File: config.mk
export PLATFORM = sky130hd
export DESIGN_NAME = cau_front
export DESIGN_NICKNAME = d
export VERILOG_FILES = /design/src/rtl/cau_pkg.sv /design/src/rtl/cau_front.sv
export SDC_FILE = /design/constraint.sdc
export NUM_CORES = 2
export LEC_CHECK = 0
export BUFFER_PORTS_ARGS = -buffer_cell sky130_fd_sc_hd__buf_2
export CAP_MARGIN = 0
export CORE_MARGIN = 8
export CORE_UTILIZATION = 60
export CTS_CLUSTER_DIAMETER = 40
export DETAILED_ROUTE_END_ITERATION = 16
export PLACE_DENSITY = 0.77
export SYNTH_ARGS = -nofsm -noshare
export SYNTH_HDL_FRONTEND = slang
export SYNTH_SLANG_ARGS = --single-unit
File: constraint.sdc
create_clock -name clock -period 22.6 [get_ports clock]
set_input_delay 4.52 -clock clock [delete_from_list [all_inputs] [get_ports clock]]
set_output_delay 4.52 -clock clock [all_outputs]
set_load 0.02 [all_outputs]
File: src/rtl/cau_pkg.sv
// Package for the complex arithmetic unit: widths, opcodes, status codes and
// the request/response payload structs. No dependencies.
package cau_pkg;

   localparam int PartWidth = 16;
   localparam int FracBits  = 8;
   localparam int ProdWidth = 2 * PartWidth;          // magnitude of one product
   localparam int SumWidth  = ProdWidth + 1;          // sum of two products
   localparam int QuotWidth = PartWidth + 1;          // integer quotient kept
   localparam int DivSteps  = QuotWidth + FracBits + 1; // quotient bits incl. round bit
   localparam int DivWidth  = QuotWidth + FracBits + 1;

   localparam logic [1:0] OP_ADD = 2'd0;
   localparam logic [1:0] OP_SUB = 2'd1;
   localparam logic [1:0] OP_MUL = 2'd2;
   localparam logic [1:0] OP_DIV = 2'd3;

   localparam logic [1:0] ST_OK   = 2'd0;
   localparam logic [1:0] ST_SAT  = 2'd1;
   localparam logic [1:0] ST_DIV0 = 2'd2;

   typedef struct packed {
      logic [1:0]                  op;
      logic signed [PartWidth-1:0] a_re;
      logic signed [PartWidth-1:0] a_im;
      logic signed [PartWidth-1:0] b_re;
      logic signed [PartWidth-1:0] b_im;
   } req_type;

   typedef struct packed {
      logic signed [PartWidth-1:0] res_re;
      logic signed [PartWidth-1:0] res_im;
      logic [1:0]                  status;
   } rsp_type;

   // One result part in sign-magnitude form: sign flag and magnitude.
   typedef struct packed {
      logic                  neg;
      logic [SumWidth-1:0]   mag;
   } smag_type;

   // Saturate a sign-magnitude value to a signed part; flag when clipped.
   function automatic logic [PartWidth:0] sat_part(input logic neg,
                                                   input logic [SumWidth-1:0] mag);
      logic [SumWidth-1:0]  lim_neg;
      logic [SumWidth-1:0]  lim_pos;
      logic [PartWidth-1:0] v;
      logic                 s;
      lim_neg = SumWidth'(1) << (PartWidth - 1);
      lim_pos = lim_neg - SumWidth'(1);
      s = 1'b0;
      if (neg) begin
         if (mag > lim_neg) begin
            v = lim_neg[PartWidth-1:0];
            s = 1'b1;
         end else begin
            v = PartWidth'(0) - mag[PartWidth-1:0];
         end
      end else begin
         if (mag > lim_pos) begin
            v = lim_pos[PartWidth-1:0];
            s = 1'b1;
         end else begin
            v = mag[PartWidth-1:0];
         end
      end
      return {s, v};
   endfunction

endpackage

File: src/rtl/cau_front.sv
// Front end: product stage and sign-magnitude sum stage of the unit.
// Depends on cau_pkg.
module cau_front (
   input  logic             clock,
   input  logic             reset,
   input  logic             adv,
   input  logic             in_valid,
   input  cau_pkg::req_type in_req,
   output logic             out_valid,
   output logic [1:0]       out_op,
   output logic             out_div0,
   output cau_pkg::smag_type out_re,
   output cau_pkg::smag_type out_im,
   output logic [cau_pkg::SumWidth-1:0] out_den
);
   import cau_pkg::*;

   // stage 1: four cross products and two squares as magnitudes
   logic                 v1_ff, v1_in;
   logic [1:0]           op1_ff;
   logic [ProdWidth-1:0] p_ff [4];
   logic [ProdWidth-1:0] p_in [4];
   logic                 n_ff [4];
   logic                 n_in [4];
   logic [ProdWidth-1:0] q_ff [2];
   logic [ProdWidth-1:0] q_in [2];
   logic [PartWidth:0]   ar_m, ai_m, br_m, bi_m;

   function automatic logic [PartWidth:0] magf(input logic signed [PartWidth-1:0] x);
      logic signed [PartWidth:0] w;
      w = {x[PartWidth-1], x};
      return w[PartWidth] ? (PartWidth+1)'(-w) : w;
   endfunction

   always_comb begin
      ar_m = magf(in_req.a_re);
      ai_m = magf(in_req.a_im);
      br_m = magf(in_req.b_re);
      bi_m = magf(in_req.b_im);
      p_in[0] = ProdWidth'(ar_m * br_m);
      p_in[1] = ProdWidth'(ai_m * bi_m);
      p_in[2] = ProdWidth'(ar_m * bi_m);
      p_in[3] = ProdWidth'(ai_m * br_m);
      n_in[0] = in_req.a_re[PartWidth-1] ^ in_req.b_re[PartWidth-1];
      n_in[1] = in_req.a_im[PartWidth-1] ^ in_req.b_im[PartWidth-1];
      n_in[2] = in_req.a_re[PartWidth-1] ^ in_req.b_im[PartWidth-1];
      n_in[3] = in_req.a_im[PartWidth-1] ^ in_req.b_re[PartWidth-1];
      q_in[0] = ProdWidth'(br_m * br_m);
      q_in[1] = ProdWidth'(bi_m * bi_m);
      // add/sub reuse the product slots with a trivial multiplier of one
      if (in_req.op == OP_ADD || in_req.op == OP_SUB) begin
         p_in[0] = ProdWidth'(ar_m);
         n_in[0] = in_req.a_re[PartWidth-1];
         p_in[1] = ProdWidth'(br_m);
         n_in[1] = in_req.b_re[PartWidth-1] ^ (in_req.op == OP_SUB);
         p_in[2] = ProdWidth'(ai_m);
         n_in[2] = in_req.a_im[PartWidth-1];
         p_in[3] = ProdWidth'(bi_m);
         n_in[3] = in_req.b_im[PartWidth-1] ^ (in_req.op == OP_SUB);
      end
      v1_in = adv ? in_valid : v1_ff;
   end

   always_ff @(posedge clock) begin
      if (reset) begin
         v1_ff <= 1'b0;
      end else begin
         v1_ff <= v1_in;
      end
      if (adv) begin
         op1_ff <= in_req.op;
         p_ff   <= p_in;
         n_ff   <= n_in;
         q_ff   <= q_in;
      end
   end

   // stage 2: signed sums of the products
   logic     v2_ff, v2_in;
   logic [1:0] op2_ff;
   logic     d0_ff;
   smag_type re_ff, re_in, im_ff, im_in;
   logic [SumWidth-1:0] den_ff, den_in;

   function automatic smag_type sadd(input logic n1, input logic [ProdWidth-1:0] m1,
                                     input logic n2, input logic [ProdWidth-1:0] m2);
      smag_type r;
      if (n1 == n2) begin
         r.neg = n1;
         r.mag = SumWidth'(m1) + SumWidth'(m2);
      end else if (m1 >= m2) begin
         r.neg = n1;
         r.mag = SumWidth'(m1 - m2);
      end else begin
         r.neg = n2;
         r.mag = SumWidth'(m2 - m1);
      end
      return r;
   endfunction

   always_comb begin
      unique case (op1_ff)
         OP_ADD, OP_SUB: begin
            re_in = sadd(n_ff[0], p_ff[0], n_ff[1], p_ff[1]);
            im_in = sadd(n_ff[2], p_ff[2], n_ff[3], p_ff[3]);
         end
         OP_MUL: begin
            re_in = sadd(n_ff[0], p_ff[0], ~n_ff[1], p_ff[1]);
            im_in = sadd(n_ff[2], p_ff[2], n_ff[3], p_ff[3]);
         end
         default: begin
            re_in = sadd(n_ff[0], p_ff[0], n_ff[1], p_ff[1]);
            im_in = sadd(n_ff[3], p_ff[3], ~n_ff[2], p_ff[2]);
         end
      endcase
      den_in = SumWidth'(q_ff[0]) + SumWidth'(q_ff[1]);
      v2_in  = adv ? v1_ff : v2_ff;
   end

   always_ff @(posedge clock) begin
      if (reset) begin
         v2_ff <= 1'b0;
      end else begin
         v2_ff <= v2_in;
      end
      if (adv) begin
         op2_ff <= op1_ff;
         re_ff  <= re_in;
         im_ff  <= im_in;
         den_ff <= den_in;
         d0_ff  <= (den_in == '0);
      end
   end

   assign out_valid = v2_ff;
   assign out_op    = op2_ff;
   assign out_div0  = d0_ff;
   assign out_re    = re_ff;
   assign out_im    = im_ff;
   assign out_den   = den_ff;

endmodule

==> flow_metrics.py <==
metrics = {
    "global_routing": {
        "grt_use_met2_pct": 50.2,
        "grt.overflow.total": 0,
        "use_met3_pct": 9.16,
        "antenna_found_initial": 26,
        "grt.total_usage_pct": 32.6,
        "grt_max_degree": 126,
        "grt_pass1_vias": 62257,
        "grt_use_met1_pct": 42.2,
        "grt_pass1_wl_mm": 346,
        "top_usage_layer": "met2",
    },
    "setup_path": {
        "cpPeakStageDelay_ns": 0.98,
        "reg2reg_setup_slack_ns": 16.97,
        "crit_path_top_delay_cell": "clkinv_1",
        "crit_path_end_kind": "flip-flop",
        "r2r-start": "p_ff[17]",
        "start_kind": "input port",
        "worstSetupPathType": "in2reg",
        "reg2reg_to": "out_im[31]",
        "worstPathRequired_ns": 22.99,
        "path_common_cell": "fa_1",
        "crit_fanout": 34,
        "worstPathArrival_ns": 15.22,
        "rr_worst_depth": 12,
    },
    "synthesis": {
        "async_flop_share_pct": 0,
        "synth-seq-area-share_pct": 12.3,
        "ys_ff_latch": 302,
        "synth_top_cell_by_area": "fa_1",
        "synth_flop_cell": "edfxtp_1",
        "yosysWarnings": 0,
        "synth_area_leaders": "fa_1 35%, ha_1 14%, edfxtp_1 12%, inv_1 9.8%, nand2_1 4.7%",
        "avgSynthCellArea_um2": 8.75,
        "synth_cells": 8432,
        "synth_cell_types": 88,
        "yosysTopAreaCellShare_pct": 34.7,
        "synth_edf_count": 300,
        "synth_area_um2": 73800,
    },
    "routing": {
        "routed_wl_mm": 220,
        "routedWlPerCell_um": 21.3,
        "vias": 59672,
        "drcViolationCount": 0,
        "drtAntennaViolNets": 0,
        "avgViaCountPerCell": 5.78,
        "drt_iter0_markers": 5713,
        "first_pass_iters": 6,
    },
    "timing": {
        "finalSetupTns_ns": 0,
        "period_share_pct": 65.6,
        "rsz0062_at_grt": "false",
        "finalCriticalPeriod_ns": 14.83,
        "fmax_mhz": 67.4,
        "maxSlewViolCount": 0,
        "setup_viol": 0,
        "skew_ns": 0.0451,
        "slew_headroom_pct": 11.6,
        "tightest_slew_ns": 1.33,
        "hold_viol": 0,
    },
    "placement": {
        "gp_congestion": 0.978,
        "io_buffers": 174,
        "dpl.hpwl_mm": 173,
    },
    "cells_and_area": {
        "finalNetCount": 10801,
        "fill_cells": 10001,
        "multiInputGateArea_um2": 57400,
        "drive_above_1_share_pct": 6.00,
        "ff_latch_area_um2": 9050,
        "area_growth_pct": 7.82,
    },
    "hold_path": {
        "whs_path_depth": 2,
        "hp-class": "reg2reg",
        "hp-start": "v1_ff",
        "hold-path-endpoint": "v1_ff",
    },
    "die": {
        "die_h_um": 367,
        "rows": 128,
        "coreArea_um2": 122000,
        "die_area_um2": 134000,
        "io-pin-count": 175,
        "initial_utilization_pct": 60.5,
        "die_w_um": 367,
    },
    "cts": {
        "cts_tree": "yes",
        "cts_setup_buffers": 0,
        "clk_pin_slew_ns": 0.05,
        "cts_root_buf": "clkbuf_16",
        "clk-insertion-delay-late_ns": 0.69,
        "cts_sinks": 302,
        "ctsLongestPathBuffers": 3,
        "cts_made_buffers": 53,
        "cts_resized": 0,
        "cts_hold_buffers": 0,
        "htreeDepth": 2,
    },
    "outcome": {
        "status": "complete, no violations",
    },
    "flow_run": {
        "drv_cap": 0,
    },
}
-- cell usage in the layout, fill, tap and decap left out, drive strengths merged, types with 22 or more instances in the layout --
cell type | Yosys | layout
nand3 | 57 | 57
nor2b | 48 | 48
inv | 1941 | 1957
o21bai | 48 | 48
nand4 | 40 | 40
nor2 | 797 | 797
fa | 1278 | 1278
nor4 | 23 | 23
buf | 32 | 307
and2 | 69 | 69
xor2 | 112 | 112
nand2 | 931 | 931
clkinv | 14 | 30
clkbuf | 305 | 55
ha | 810 | 810
mux2 | 32 | 32
o21a | 46 | 46
o31ai | 29 | 29
a211oi | 41 | 41
o211ai | 26 | 26
edfxtp | 300 | 300
a31oi | 26 | 26
a21oi | 370 | 370
or3 | 29 | 29
and3 | 22 | 22
nor3 | 80 | 80
a21o | 107 | 107
nand2b | 52 | 52
conb | 2 | 188
mux2i | 45 | 45
o21ai | 224 | 224
xnor2 | 250 | 250
-- metal layers --
metal | part of all wire (%) | wire (µm)
met5 | 0.073 | 160
met4 | 6.4 | 14200
met1 | 38 | 83000
met2 | 43 | 95500
met3 | 12 | 27400
-- area by class of cell --
cell class / count / share of cell area (%)
clock buffer: 55 / 1.68
clock inverter: 44 / 0.602
antenna: 14 / 0.0440
timing repair buffer: 307 / 2.38
inverter: 1955 / 9.22
tap: 1625 / 2.56
sequential: 302 / 11.4
multi-input combinational: 6024 / 72.1
-- through the flow --
stage / worst slack [ns] / instances / cell area [µm²] / hold WS (ns) / utilization (%)
after floorplan: 9.94 / 8618 / 74500 / 0.456 / -
after global placement: 7.69 / 10213 / 77700 / 0.469 / 63.8
after detailed placement: 7.36 / 10213 / 77700 / 0.489 / 63.8
after CTS: 7.97 / 10312 / 79500 / 0.514 / 65.2
after global routing: 7.22 / 10313 / 79500 / 0.533 / 65.3
final: 7.77 / 10326 / 79600 / 0.511 / 65.3
-- critical path: cells and delay by family --
family          cells  cell delay (ns)
xor+xnor            1             0.13
buf+inv             9             2.99
simple gates        7             1.47
compound gates      9             2.28
fa+ha+maj           8             3.75
-- how the worst max path moves through the flow --
| stage | startpoint | endpoint | slack, ns | cells past startpoint |
|---|---|---|---|---|
| global route | in_req[16] | q_ff[63] | 7.22 | 34 |
| global placement | in_req[16] | q_ff[62] | 7.69 | 35 |
| floorplan | in_req[16] | p_ff[127] | 9.94 | 34 |
| finish | in_req[16] | q_ff[63] | 7.77 | 34 |
| detailed placement | in_req[16] | q_ff[63] | 7.36 | 34 |
| CTS | in_req[16] | q_ff[63] | 7.97 | 34 |
-- state kept, by name, summed over array words and instances (netlist names) --
signal	flops
out_op	2
out_div0	1
out_den	33
n_ff	4
p_ff	128
v1_ff	1
out_re	34
out_im	34
out_valid	1
q_ff	62
op1_ff	2
-- Yosys cell counts, types with 26 or more instances --
library cell,instances
nand2_1,931
ha_1,810
nor2_1,797
o21bai_1,48
mux2_2,26
a211oi_1,41
edfxtp_1,300
or3_1,27
fa_1,1278
nor2b_1,48
nand3_1,57
buf_1,27
o31ai_1,29
inv_1,1931
a21oi_1,370
o211ai_1,26
o21a_1,46
o21ai_0,197
nor3_1,80
o21ai_1,27
nand4_1,40
mux2i_1,45
a21o_1,107
xnor2_1,250
nand2b_1,52
and2_1,69
xor2_1,112
clkbuf_1,305
-- logic make-up (layout without fill, tap and decap cells) --
| group | count (synthesis) | count (layout) | synth area share, % |
|---|---|---|---|
| compound gates | 1096 | 1096 | 9.38 |
| xor+xnor | 362 | 362 | 4.30 |
| fa+ha+maj | 2088 | 2088 | 48.4 |
| buf+inv | 2292 | 2361 | 11.7 |
| flops | 302 | 302 | 12.3 |
| mux | 77 | 77 | 1.10 |
| other cells | 2 | 202 | 0.0102 |
| simple gates | 2213 | 2213 | 12.9 |
Power is not shown: default switching activity piles up to over one toggle a cycle in this logic, so the estimate is an artifact.
